--- src/hw/rtl/zsc_pkg.sv ---
// Shared constants and controller/datapath interface types for the zero-sum subarray counter.
package zsc_pkg;

    localparam int ZSC_MAX_LEN_DEF     = 1024;
    localparam int ZSC_TABLE_SLOTS_DEF = 2048;
    localparam int ZSC_VALUE_BITS_DEF  = 16;

    localparam int TOTAL_W  = 20;                     // zero_sum_count width
    localparam int M_DATA_W = ((TOTAL_W + 7) / 8) * 8;
    localparam int EPOCH_W  = 8;                      // sequence tag kept in each table slot

    localparam logic [TOTAL_W-1:0] TOTAL_MAX = '1;

    typedef struct packed {
        logic load;       // input beat taken: latch sample, update prefix and index
        logic probe;      // read one table slot
        logic check;      // compare read slot, write back, update total when done
        logic zero_bump;  // prefix is zero: use the dedicated counter
        logic out_load;   // load the output register
        logic seq_clear;  // end of sequence: restart sums, advance epoch
        logic clr_write;  // clearing pass: wipe one slot
    } zsc_cmd_t;

    typedef struct packed {
        logic in_over;    // index has reached MAX_LEN
        logic in_zero;    // prefix after this sample is zero
        logic hash_fast;  // slot hash is available without the serial unit
        logic hash_done;
        logic check_done; // probe found the key, a free slot, or ran out of slots
        logic last_item;
        logic epoch_max;
        logic clr_last;
        logic out_free;
    } zsc_sts_t;

endpackage

--- src/hw/rtl/zsc_ctrl.sv ---
// Controller FSM: table clear; per beat accept, hash, probe, compare or zero, output.
module zsc_ctrl import zsc_pkg::*; (
    input  logic     aclk,
    input  logic     aresetn,
    input  logic     s_tvalid,
    output logic     s_tready,
    input  zsc_sts_t sts,
    output zsc_cmd_t cmd
);

    typedef enum logic [2:0] {
        S_CLEAR,
        S_IDLE,
        S_HASH,
        S_PROBE,
        S_CHECK,
        S_ZERO,
        S_OUT
    } state_t;

    state_t state_reg;
    state_t state_next;

    always_comb begin
        state_next = state_reg;
        cmd        = '0;
        unique case (state_reg)
            S_CLEAR: begin
                cmd.clr_write = 1'b1;
                if (sts.clr_last) begin
                    state_next = S_IDLE;
                end
            end
            S_IDLE: begin
                if (s_tvalid) begin
                    cmd.load = 1'b1;
                    if (sts.in_over) begin
                        state_next = S_OUT;
                    end else if (sts.in_zero) begin
                        state_next = S_ZERO;
                    end else if (sts.hash_fast) begin
                        state_next = S_PROBE;
                    end else begin
                        state_next = S_HASH;
                    end
                end
            end
            S_HASH: begin
                if (sts.hash_done) begin
                    state_next = S_PROBE;
                end
            end
            S_PROBE: begin
                cmd.probe  = 1'b1;
                state_next = S_CHECK;
            end
            S_CHECK: begin
                cmd.check  = 1'b1;
                state_next = sts.check_done ? S_OUT : S_PROBE;
            end
            S_ZERO: begin
                cmd.zero_bump = 1'b1;
                state_next    = S_OUT;
            end
            S_OUT: begin
                if (sts.out_free) begin
                    cmd.out_load  = 1'b1;
                    cmd.seq_clear = sts.last_item;
                    state_next    = (sts.last_item && sts.epoch_max) ? S_CLEAR : S_IDLE;
                end
            end
            default: begin
                state_next = S_IDLE;
            end
        endcase
    end

    always_ff @(posedge aclk) begin
        if (!aresetn) begin
            state_reg <= S_CLEAR;
        end else begin
            state_reg <= state_next;
        end
    end

    assign s_tready = (state_reg == S_IDLE);

endmodule

--- config.mk ---
export PLATFORM = sky130hd
export DESIGN_NAME = zsc_ctrl
export DESIGN_NICKNAME = d
export VERILOG_FILES = /design/src/hw/rtl/zsc_pkg.sv /design/src/hw/rtl/zsc_ctrl.sv
export SDC_FILE = /design/constraint.sdc
export NUM_CORES = 1
export LEC_CHECK = 0
export ABC_AREA = 1
export BUFFER_PORTS_ARGS = -buffer_cell sky130_fd_sc_hd__buf_2
export CAP_MARGIN = 20
export CORE_AREA = 2 2 39 41
export DETAILED_ROUTE_END_ITERATION = 16
export DIE_AREA = 0 0 41 43
export PLACE_DENSITY = 0.63
export SLEW_MARGIN = 40
export SYNTH_ARGS = -nofsm -noshare
export SYNTH_HDL_FRONTEND = slang
export SYNTH_SLANG_ARGS = --single-unit
--- constraint.sdc ---
create_clock -name aclk -period 1.5 [get_ports aclk]
set_clock_uncertainty 0.15 [all_clocks]
set_input_delay 0.225 -clock aclk [delete_from_list [all_inputs] [get_ports aclk]]
set_output_delay 0.225 -clock aclk [all_outputs]
set_load 0.05 [all_outputs]
# == Word level (Yosys, flattened, before mapping) ==
# Index checks and enable logic that the tools add are counted.
# word_totals
reg_bits,3
input_bits,12
output_inout_bits,8
wordCells,32
# classes
eq_ne,10
mux,18
n_reduce_logical,3
# op_table
operator,count
3-bit 2-to-1 mux,7
3-bit case mux with 7 select lines,1
3-bit equality test (second input constant),3
1-bit 2-to-1 mux,8
2-bit inequality test (second input constant),4
3-bit by 2-bit equality test with 1-bit output (second input constant),2
2-bit 2-to-1 mux,2
4-bit AND reduction,1
3-bit by 1-bit equality test with 1-bit output (second input constant),1
3-bit logical NOT,1
1-bit logical AND,1

# == Depth between registers and ports, before layout ==
# depth
ltp_word,5
depth_mapped,8
ltp_nobuf,8

# == Worst setup path before layout ==
# No wires, ideal clock.
# synth_timing
kind,register to output
from,reg state_reg[0]
to,out cmd[6] (netlist name)
t_arrival_ns,1.320
t_required_ns,1.125
path_slack_ns,-0.195
stages_incl_launch_ff,5
n_path_buf,0
cell_sequence,dfxtp_1 -> inv_2 -> nor2_4 -> nand2_2 -> nor2_1
# synth_rtl
item,line,text
"start, declared",zsc_ctrl.sv:21,state_t state_reg;
"start signal, assigned",zsc_ctrl.sv:82,state_reg <= state_next;
"end, declared",zsc_ctrl.sv:8,output zsc_cmd_t cmd

==> flow_summary.json <==
{
  "synth_flop_cell": "dfxtp_1",
  "rows": 14,
  "die-area_um2": 1760,
  "hold_viol": 0,
  "boundaryPins": 20,
  "slowest_delay_ns": 0.32,
  "cts.sinks": 3,
  "via_count": 467,
  "crit_required_ns": 1.12,
  "min_period_over_period_pct": 97.4,
  "grt_pass1_vias": 383,
  "synthesis.nets": 80,
  "seqPwrFrac_pct": 14.8,
  "fmax_ghz": 0.685,
  "layout.nets": 108,
  "nFillCells": 144,
  "synth-seq-cells": 3,
  "cp_top_family": "flip-flops",
  "max_cap_viol_count": 0,
  "r2r_end": "state_reg[0]",
  "crit_type": "flip-flop to output port",
  "cts_made_buffers": 3,
  "grt_pass1_wl_um": 1450,
  "slowest_stage": "dfxtp_2",
  "internal_power_w": 0.000598,
  "startpoint": "state_reg[0]",
  "synth.avg_cell_area_um2": 5.74,
  "largest_reg_flops": 3,
  "synthDistinctLibCells": 17,
  "grt-ovfl-total": 0,
  "reg2regPathDepth": 8,
  "clkPwrFrac_pct": 11.3,
  "p_leak_nw": 0.373,
  "yosysWarnings": 0,
  "die_w_um": 41,
  "via_per_inst": 4.21,
  "power.share.switching_pct": 52.5,
  "synth_common_cells": "inv_1, nor2_1, nand2_1",
  "tightest_slew_ns": 0.145,
  "hp-class": "primary input to flip-flop",
  "postRouteAntennaNets": 0,
  "critPathCaptureType": "output port",
  "synthTopCellsByArea": "dfxtp_1, inv_1, nor2_1",
  "post_dp_cell_area_um2": 522,
  "core_region_area_um2": 1380,
  "worst-path-stages": 5,
  "numPortBuffers": 19,
  "dieHeight_um": 43,
  "synth_top_area_share_pct": 15.4,
  "drive_gt1_share_pct": 55.8,
  "wl_per_cell_um": 8.48,
  "start_util_pct": 28.2,
  "grt.busiest_layer": "met2",
  "status": "finished clean",
  "cts_root_buffer": "clkbuf_4",
  "synth_top_cell_by_area": "dfxtp_1",
  "cts_buffer_depth": 2,
  "hold-worst-slack_ns": 0.0853,
  "async_flop_share_pct": 0,
  "vdd_drop_max_v": 0.000670,
  "synth_edf_count": 0,
  "rsz0062_at_grt": "true",
  "path_max_fanout": 5,
  "gp_congestion": 0.784,
  "firstDrtPassIters": 3,
  "met1_usage_pct": 15.1,
  "yosysSeqAreaShare_pct": 15.4,
  "crit_end": "cmd[4]",
  "cp_data_arrival_time_ns": 1.09,
  "finalSetupViolations": 0,
  "grt_max_degree": 8,
  "timing.slew.headroom_pct": 90.2,
  "dp_hpwl_um": 736,
  "drt_wl_total_um": 941,
  "crit_buf_inv": 3,
  "start_kind": "flip-flop",
  "syn_area_um2": 390,
  "antenna_found_initial": 0,
  "combPwrFrac_pct": 73.9,
  "power_switching_w": 0.000660,
  "insertion_delay_ns": 0.23,
  "cts_tree": "built",
  "powerDensity_nw_per_um2": 1940,
  "area_growth_pct": 66.3,
  "syn_inst": 68,
  "diodes": 0,
  "min_period_ns": 1.46,
  "r2r_setup_slack_ns": 0.21,
  "fin_area_um2": 649,
  "htreeDepth": 1,
  "clk_pin_slew_ns": 0.04,
  "drv_slew": 0,
  "grtUsageMet3_pct": 3.14,
  "cp_cell_sequence": "buf_6, nor2_4, nand2_2, inv_2, buf_8",
  "timing.rr.start": "state_reg[1]",
  "drtIter0Drc": 4,
  "track_usage_pct": 12.0,
  "drc": 0,
  "grt_use_met2_pct": 18.1
}
[power by group through the flow]
| stage | Clock, W | Combinational (W) | Sequential (W) |
|---|---|---|---|
| after floorplan | 0 | 0.000618 | 0.000151 |
| after global placement | 0 | 0.000765 | 0.000158 |
| final | 0.000142 | 0.000929 | 0.000186 |
| after CTS | 0.000151 | 0.000855 | 0.000172 |
| after global routing | 0.000163 | 0.00102 | 0.000194 |
| after detailed placement | 0 | 0.000766 | 0.000159 |
[layout make-up]
class | instances | area, um2 | area share (%)
clock buffers | 4 | 26.3 | 4.05
flip-flops and latches | 3 | 68.8 | 10.6
inverters | 16 | 62.6 | 9.63
well taps | 16 | 20.0 | 3.08
repair buffers | 24 | 190 | 29.3
multi-input cells | 48 | 282 | 43.4
[worst register-to-register path: cells and delay by family (launching register included)]
kind | cells | cell delay (ns)
and+or+nand+nor | 7 | 0.50
buffers and inverters | 1 | 0.13
DFF | 1 | 0.40
[timing repair]
item	CTS	global route
setup endpoints to repair	8	8
resized for setup	17	13
pin swaps	1	3
hold endpoints to repair	0	0
buffers inserted	0	2
hold buffers	0	0
[stage by stage]
stage | setup TNS, ns | utilization (%) | std cells | total power (W) | setup WS (ns)
after floorplan | -0.322 | - | 68 | 0.000769 | -0.161
after global placement | 0 | 37.7 | 105 | 0.000923 | 0.117
final | 0 | 46.9 | 111 | 0.00126 | 0.0392
after detailed placement | 0 | 37.7 | 105 | 0.000924 | 0.103
after CTS | -0.00733 | 43.1 | 109 | 0.00118 | -0.00733
after global routing | -0.146 | 46.9 | 111 | 0.00138 | -0.0479
[routing by layer]
metal | share of wire, % | vias up | routed length, um
met5 | 0 | - | 0
met1 | 44 | 191 | 418
met2 | 50 | 15 | 473
li1 | - | 261 | -
met4 | 0 | 0 | 0
met3 | 5.2 | 0 | 49
[how the worst min path moves through the flow]
stage,from,endpoint,slack (ns),depth (start not counted)
floorplan,aresetn,state_reg[0],0.20,2
global placement,aresetn,state_reg[0],0.34,3
detailed placement,aresetn,state_reg[0],0.34,3
CTS,aresetn,state_reg[1],0.09,3
global route,aresetn,state_reg[0],0.09,3
finish,aresetn,state_reg[0],0.09,3
[cells in the final DEF, fill, tap and decap left out]
cell type / instances
dfxtp_4: 2
o21ai_0: 3
a21boi_2: 1
o21bai_1: 1
nand2_2: 7
buf_6: 8
nand4_2: 1
inv_1: 11
buf_8: 1
nor2_4: 4
buf_4: 4
nand3_2: 2
buf_2: 11
clkbuf_1: 1
o21ai_1: 1
nor2_1: 9
inv_2: 4
a21oi_1: 1
inv_4: 1
nand3_1: 6
nand2_1: 9
nor2_2: 3
dfxtp_2: 1
clkbuf_4: 3
[logic make-up after synthesis]
kind of cell	synth area share, %
buffers and inverters	18.3
AOI/OAI and AO/OA	11.2
and+or+nand+nor	55.1
DFF	15.4
Power figures use the tool's default switching activity.
